--- src/vpts_pkg.sv ---
// Shared constants and types for the vertex projection engine.
package vpts_pkg;

  localparam int DEF_FRAC_BITS  = 16;
  localparam int DEF_WORD_WIDTH = 32;

  localparam int ACTION_W      = 2;
  localparam int ENTRY_INDEX_W = 4;
  localparam int MAT_ENTRIES   = 16;
  localparam int VP_W          = 14;
  localparam int CFG_INDEX_W   = 1;
  localparam int QUEUE_DEPTH   = 4;
  localparam int CAP_LOG       = 60;
  localparam int PROD_W        = CAP_LOG + 2;

  localparam logic [ACTION_W-1:0] ACT_LOAD_MV   = 2'd0;
  localparam logic [ACTION_W-1:0] ACT_LOAD_PJ   = 2'd1;
  localparam logic [ACTION_W-1:0] ACT_TRANSFORM = 2'd2;
  localparam logic [ACTION_W-1:0] ACT_UNUSED    = 2'd3;

  localparam logic [CFG_INDEX_W-1:0] CFG_VIEWPORT_WIDTH  = 1'b0;
  localparam logic [CFG_INDEX_W-1:0] CFG_VIEWPORT_HEIGHT = 1'b1;

  localparam logic [VP_W-1:0] VP_WIDTH_RESET  = 14'd640;
  localparam logic [VP_W-1:0] VP_HEIGHT_RESET = 14'd480;

  typedef struct packed {
    logic                     valid;
    logic [ACTION_W-1:0]      action;
    logic [ENTRY_INDEX_W-1:0] index;
  } q_ctl_t;

endpackage

--- src/vpts_front.sv ---
// Input acceptance, item classification and the short queue to the back end.
module vpts_front import vpts_pkg::*; #(
  parameter int WORD_WIDTH = DEF_WORD_WIDTH
) (
  input  logic                         clk,
  input  logic                         rst,
  input  logic                         in_valid,
  output logic                         in_ready,
  input  logic [ACTION_W-1:0]          action,
  input  logic [ENTRY_INDEX_W-1:0]     entry_index,
  input  logic signed [WORD_WIDTH-1:0] entry_value,
  input  logic signed [WORD_WIDTH-1:0] coord_x,
  input  logic signed [WORD_WIDTH-1:0] coord_y,
  input  logic signed [WORD_WIDTH-1:0] coord_z,
  output q_ctl_t                       q_ctl,
  input  logic                         q_pop,
  output logic signed [WORD_WIDTH-1:0] q_a,
  output logic signed [WORD_WIDTH-1:0] q_b,
  output logic signed [WORD_WIDTH-1:0] q_c
);

  localparam int W     = WORD_WIDTH;
  localparam int DW    = ACTION_W + ENTRY_INDEX_W + 3 * W;
  localparam int PTR_W = $clog2(QUEUE_DEPTH);
  localparam int CNT_W = PTR_W + 1;

  logic [DW-1:0]    mem [QUEUE_DEPTH];
  logic [PTR_W-1:0] wr_ptr;
  logic [PTR_W-1:0] rd_ptr;
  logic [CNT_W-1:0] count;
  logic             keep;
  logic             push;
  logic             pop;
  logic [W-1:0]     first_word;
  logic [DW-1:0]    rd_word;

  assign keep = (action == ACT_LOAD_MV) || (action == ACT_LOAD_PJ) ||
                (action == ACT_TRANSFORM);
  assign in_ready   = count != CNT_W'(QUEUE_DEPTH);
  assign push       = in_valid & in_ready & keep;
  assign pop        = q_pop & (count != '0);
  assign first_word = (action == ACT_TRANSFORM) ? coord_x : entry_value;

  always_ff @(posedge clk) begin
    if (push) begin
      mem[wr_ptr] <= {action, entry_index, first_word, coord_y, coord_z};
    end
  end

  always_ff @(posedge clk) begin
    if (rst) begin
      wr_ptr <= '0;
      rd_ptr <= '0;
      count  <= '0;
    end else begin
      if (push) begin
        wr_ptr <= wr_ptr + 1'b1;
      end
      if (pop) begin
        rd_ptr <= rd_ptr + 1'b1;
      end
      if (push && !pop) begin
        count <= count + 1'b1;
      end else if (pop && !push) begin
        count <= count - 1'b1;
      end
    end
  end

  assign rd_word      = mem[rd_ptr];
  assign q_ctl.valid  = count != '0;
  assign q_ctl.action = rd_word[DW-1 -: ACTION_W];
  assign q_ctl.index  = rd_word[3*W +: ENTRY_INDEX_W];
  assign q_a          = rd_word[2*W +: W];
  assign q_b          = rd_word[W +: W];
  assign q_c          = rd_word[0 +: W];

endmodule

--- config.mk ---
export PLATFORM = sky130hd
export DESIGN_NAME = vpts_front
export DESIGN_NICKNAME = d
export VERILOG_FILES = /design/src/vpts_pkg.sv /design/src/vpts_front.sv
export SDC_FILE = /design/constraint.sdc
export NUM_CORES = 1
export LEC_CHECK = 0
export BUFFER_PORTS_ARGS = -buffer_cell sky130_fd_sc_hd__buf_4
export CAP_MARGIN = 20
export CELL_PAD_IN_SITES_DETAIL_PLACEMENT = 0
export CELL_PAD_IN_SITES_GLOBAL_PLACEMENT = 2
export CORE_UTILIZATION = 44
export CTS_CLUSTER_DIAMETER = 200
export DETAILED_ROUTE_END_ITERATION = 10
export PLACE_DENSITY = 0.82
export SLEW_MARGIN = 0
export SYNTH_ARGS = -nofsm -noshare
export SYNTH_HDL_FRONTEND = slang
export SYNTH_SLANG_ARGS = --single-unit
--- constraint.sdc ---
create_clock -name clk -period 4.5 [get_ports clk]
set_clock_uncertainty 0.1 [all_clocks]
set_input_delay 0.225 -clock clk [delete_from_list [all_inputs] [get_ports clk]]
set_output_delay 0.225 -clock clk [all_outputs]
set_load 0.005 [all_outputs]
=== After elaboration in Yosys (flattened, before gate mapping) ===
Memory sizes are Yosys's and may differ from the RTL's. A register that Yosys moved wholly into a read port is not among the register bits.
Cells that the tools add are included.
W data, S select, Z words.

* Add/sub/neg operators: 4
* Equality and inequality tests: 3
* Muxes and demuxes: 7
* Bitwise logic cells: 3
* Reductions and logical operators: 9

{| class="wikitable"
|+ Operator list
! kind !! number
|-
| $mux W32 || 1
|-
| $mux W3 || 2
|-
| $add A2 B1 Y2 const B || 2
|-
| $mux W2 || 2
|-
| $add A3 B1 Y3 const B || 1
|-
| $and A1 B1 Y1 || 3
|-
| $ne A3 B3 Y1 const B || 1
|-
| $reduce_bool A3 Y1 || 1
|-
| $sub A3 B1 Y3 const B || 1
|-
| $eq A2 B1 Y1 const B || 1
|-
| $eq A2 B2 Y1 const B || 1
|-
| $logic_and A1 B1 Y1 || 2
|-
| $logic_not A1 Y1 || 2
|-
| $logic_not A2 Y1 || 1
|-
| $logic_or A1 B1 Y1 || 2
|-
| $mux W1 || 2
|-
| $reduce_bool A2 Y1 || 1
|}

* Bits in registers: 7
* Memory bits (writable): 408
* Input bits: 138
* Output and inout bits: 104
* Logic and storage cells: 30
* Memories kept: 1

{| class="wikitable"
|+ Memories
! memory !! words !! width !! read ports !! clocked after memory_dff !! wr ports !! RTL line !! RTL
|-
| mem || 4 || 102 || 1 || 1 || 1 || vpts_front.sv:27 || <nowiki>logic [DW-1:0] mem [QUEUE_DEPTH];</nowiki>
|}

=== Longest topological paths before layout ===
* Word-level depth: 8
* Mapped depth: 8
* Gate-level depth less buffers: 8

=== Worst setup path after synthesis ===
OpenSTA, ideal clock, no wires.

* Kind: flip-flop to flip-flop
* From: register count[0]
* To: memory mem[2][0] (netlist bit), enable pin
* Setup time: 0.472 ns
* Data arrival time: 3.303 ns
* Required time: 3.928 ns
* Slack: 0.624 ns
* Cell stages (with the launch flop): 4
* Path buffers: 0
* Period minus slack after synthesis: 3.876 ns
* Path through: dfxtp_1 > nor2_1 > a221oi_4 > and2_1

* Word-level cells in the longest chain between the ends: 5

{| class="wikitable"
|+ RTL lines
! item !! RTL line !! RTL
|-
| start: declaration || vpts_front.sv:30 || <nowiki>logic [CNT_W-1:0] count;</nowiki>
|-
| start signal: assignment || vpts_front.sv:63 || <nowiki>count <= count + 1'b1;</nowiki>
|-
| start signal: assignment || vpts_front.sv:65 || <nowiki>count <= count - 1'b1;</nowiki>
|-
| $ne A3 B3 Y1 || vpts_front.sv:39 || <nowiki>assign in_ready = count != CNT_W'(QUEUE_DEPTH);</nowiki>
|-
| $and A1 B1 Y1 (2 in series) || vpts_front.sv:40 || <nowiki>assign push = in_valid & in_ready & keep;</nowiki>
|-
| via push || vpts_front.sv:32 || <nowiki>logic push;</nowiki>
|-
| $mux W1 || vpts_front.sv:45 || <nowiki>if (push) begin</nowiki>
|-
| $mux W1 (not written as such) || vpts_front.sv:46 || <nowiki>mem[wr_ptr] <= {action, entry_index, first_word, coord_y, coord_z};</nowiki>
|-
| end: declaration || vpts_front.sv:27 ||
|}

The timed path passes the listed nets, and every way through them passes these cells.

==> flow_metrics.tcl <==
set metrics [dict create \
    status "finished, final reports clean" \
    ys_seq_area_share_pct 79.7 \
    maxSlewHeadroom_pct 34.2 \
    min-delay-path-class "input port to register" \
    crit-reg2reg-launch "count[0]" \
    cp-start-kind "register" \
    cts_hold_buf 131 \
    power.total_mw 10.5 \
    start_util_pct 44.9 \
    switching_share_pct 23.9 \
    synthCells 618 \
    drc 0 \
    antenna_cells 0 \
    power_density_nw_per_um2 509 \
    cts.sinks 417 \
    dieArea_um2 36200 \
    power_frac_comb_pct 22.1 \
    synth_edf_count 408 \
    internal-power_mw 7.99 \
    antenna_found_initial 0 \
    core_area_um2 34700 \
    ir_drop_mv 0.291 \
    ys_seq_elements 417 \
    grt_setup_unrepaired "no" \
    nets 1160 \
    synth_ff_type "edfxtp_1" \
    rows 68 \
    hold_viol 0 \
    critical-path-top-delay-family "flip-flops" \
    period_share_pct 63.6 \
    avgSynthCellArea_um2 25.2 \
    cp.arrival_ns 2.54 \
    synthArstFlopShare_pct 0 \
    path_class "register to output port" \
    die_w_um 190 \
    cp_num_buf_inv 2 \
    drt_iter0_drc 376 \
    ctsHtreeMaxLevel 2 \
    drv_slew 0 \
    crit_required_ns 4.18 \
    path_clk_slew_ns 0.06 \
    ys_types 27 \
    root_buffer "clkbuf_16" \
    wirelength_mm 31.0 \
    max-clock-path-buffers 3 \
    first_global_vias 8356 \
    cts_tree "done" \
    area.growth.synth_to_final_pct 32.2 \
    fmax_mhz 349 \
    cts_resized 0 \
    syn-cell-area_um2 15600 \
    utilization_pct 59.4 \
    grt_max_degree 65 \
    syn-num-nets 762 \
    cpPeakStageDelay_ns 0.94 \
    cts_setup_buffers 0 \
    die_h_um 190 \
    period_minus_slack_ns 2.86 \
    switchingPower_mw 2.51 \
    setup-tns-final_ns 0 \
    routabilityCongestion 0.689 \
    antenna_left 0 \
    pin_count 242 \
    drt_pass1_iterations 4 \
    vias 7687 \
    slowest_stage "dfxtp_4" \
    grt_pass1_wl_mm 47.2 \
    crit_path_end_kind "output port" \
    viasPerCell 5.12 \
    gr-usage-all-layers_pct 17.4 \
    numCtsBuffers 42 \
    setup_viol 0 \
    synth_warnings 0 \
    port_buffers 241 \
    clockPowerShare_pct 32.5 \
    crit_fanout 58 \
    crit_chain "buf_4 -> mux4_2 -> buf_4" \
    drv_cap 0 \
    clock_latency_ns 0.52 \
    max_slew.worst_pin.slew_ns 0.985 \
    p_seq_share_pct 45.4 \
    wire_per_inst_um 20.7 \
    reg2reg_slack_ns 1.82 \
    hold_start "entry_value[1]" \
    overflow 0 \
    dp_hpwl_mm 18.1 \
    leakage_nw 7.04 \
    fillers 2534 \
    hold_ws_ns 0.0182 \
    final_layout_size_suffix_gt1_share_pct 42.8 \
    worst_path_most_repeated_cell "buf_4" \
]
==> state kept, by name (all words and copies together) (netlist names), named ones only <==
name,count
wr_ptr,2
count,3
rd_ptr,2
mem,408
==> cells by family (layout without fill, tap and decap cells) <==
group           Yosys count  in the layout  share of synthesized area (%)
fa+ha+maj                 6              6                          0.530
mux                     137            137                           17.3
compound gates            5              5                          0.337
xor+xnor                  4              4                          0.225
flops                   417            417                           79.7
buf+inv                  31            460                           1.32
simple gates             18             18                          0.578
==> final timing paths <==
path,depth (start not counted),to
worst min-delay path,2,mem[1][65]
worst max-delay path,3,q_b[8]
worst max register to register,4,mem[2][43]
worst min register to register,2,wr_ptr[1]
==> layer usage <==
layer	global-route usage (%)	share of wire, %	vias to the layer above	wire [um]
li1	-	-	3435	-
met1	23.2	43	3963	13300
met2	29.8	50	251	15600
met3	3.35	5.8	38	1790
met4	3.45	1.3	0	416
met5	0	0	-	0
==> layout by cell type (no fill, tap or decap), drive strengths merged, types with 4 or more instances in the layout <==
master	netlist	layout
dlygate4sd3	0	131
bufinv	0	4
dfxtp	9	9
edfxtp	408	408
mux4	102	102
inv	4	5
clkinv	0	16
mux2	33	33
ha	5	5
clkbuf	5	54
xor2	4	4
nor2	8	8
buf	22	250
and2	4	4
==> power groups by stage <==
stage / sequential [mW] / clock, mW / combinational [mW]
2_1_floorplan: 4.76 / 0 / 1.31
3_3_place_gp: 4.84 / 0 / 2.26
3_5_place_dp: 4.85 / 0 / 2.26
4_1_cts: 4.77 / 3.48 / 2.37
5_1_grt: 4.80 / 3.64 / 2.49
6_report: 4.76 / 3.41 / 2.32
==> cell usage after synthesis (all sizes together), types with 4 or more instances <==
cell	instances	share of area, %
clkbuf	5	0.13
ha	5	0.40
buf	22	1.1
nor2	8	0.19
dfxtp	9	1.2
mux2	33	2.4
edfxtp	408	79
and2	4	0.16
inv	4	0.096
mux4	102	15
xor2	4	0.22
==> metrics by stage <==
step	instance area, um2	setup slack [ns]	std cells
floorplan	15600	0.624	618
global placement	17900	1.84	1296
detailed placement	17900	1.80	1296
CTS	20600	1.57	1502
global route	20600	1.50	1502
finish	20600	1.64	1502
==> final cells by class <==
type / count / area [um2] / area share (%)
inverters: 4 / 15.0 / 0.0729
clock inverters: 21 / 200 / 0.972
well taps: 455 / 569 / 2.76
clock buffers: 54 / 1160 / 5.63
multi-input cells: 170 / 2970 / 14.4
repair buffers: 381 / 3250 / 15.8
flip-flops and latches: 417 / 12400 / 60.4
Power figures use the tool's default switching activity.
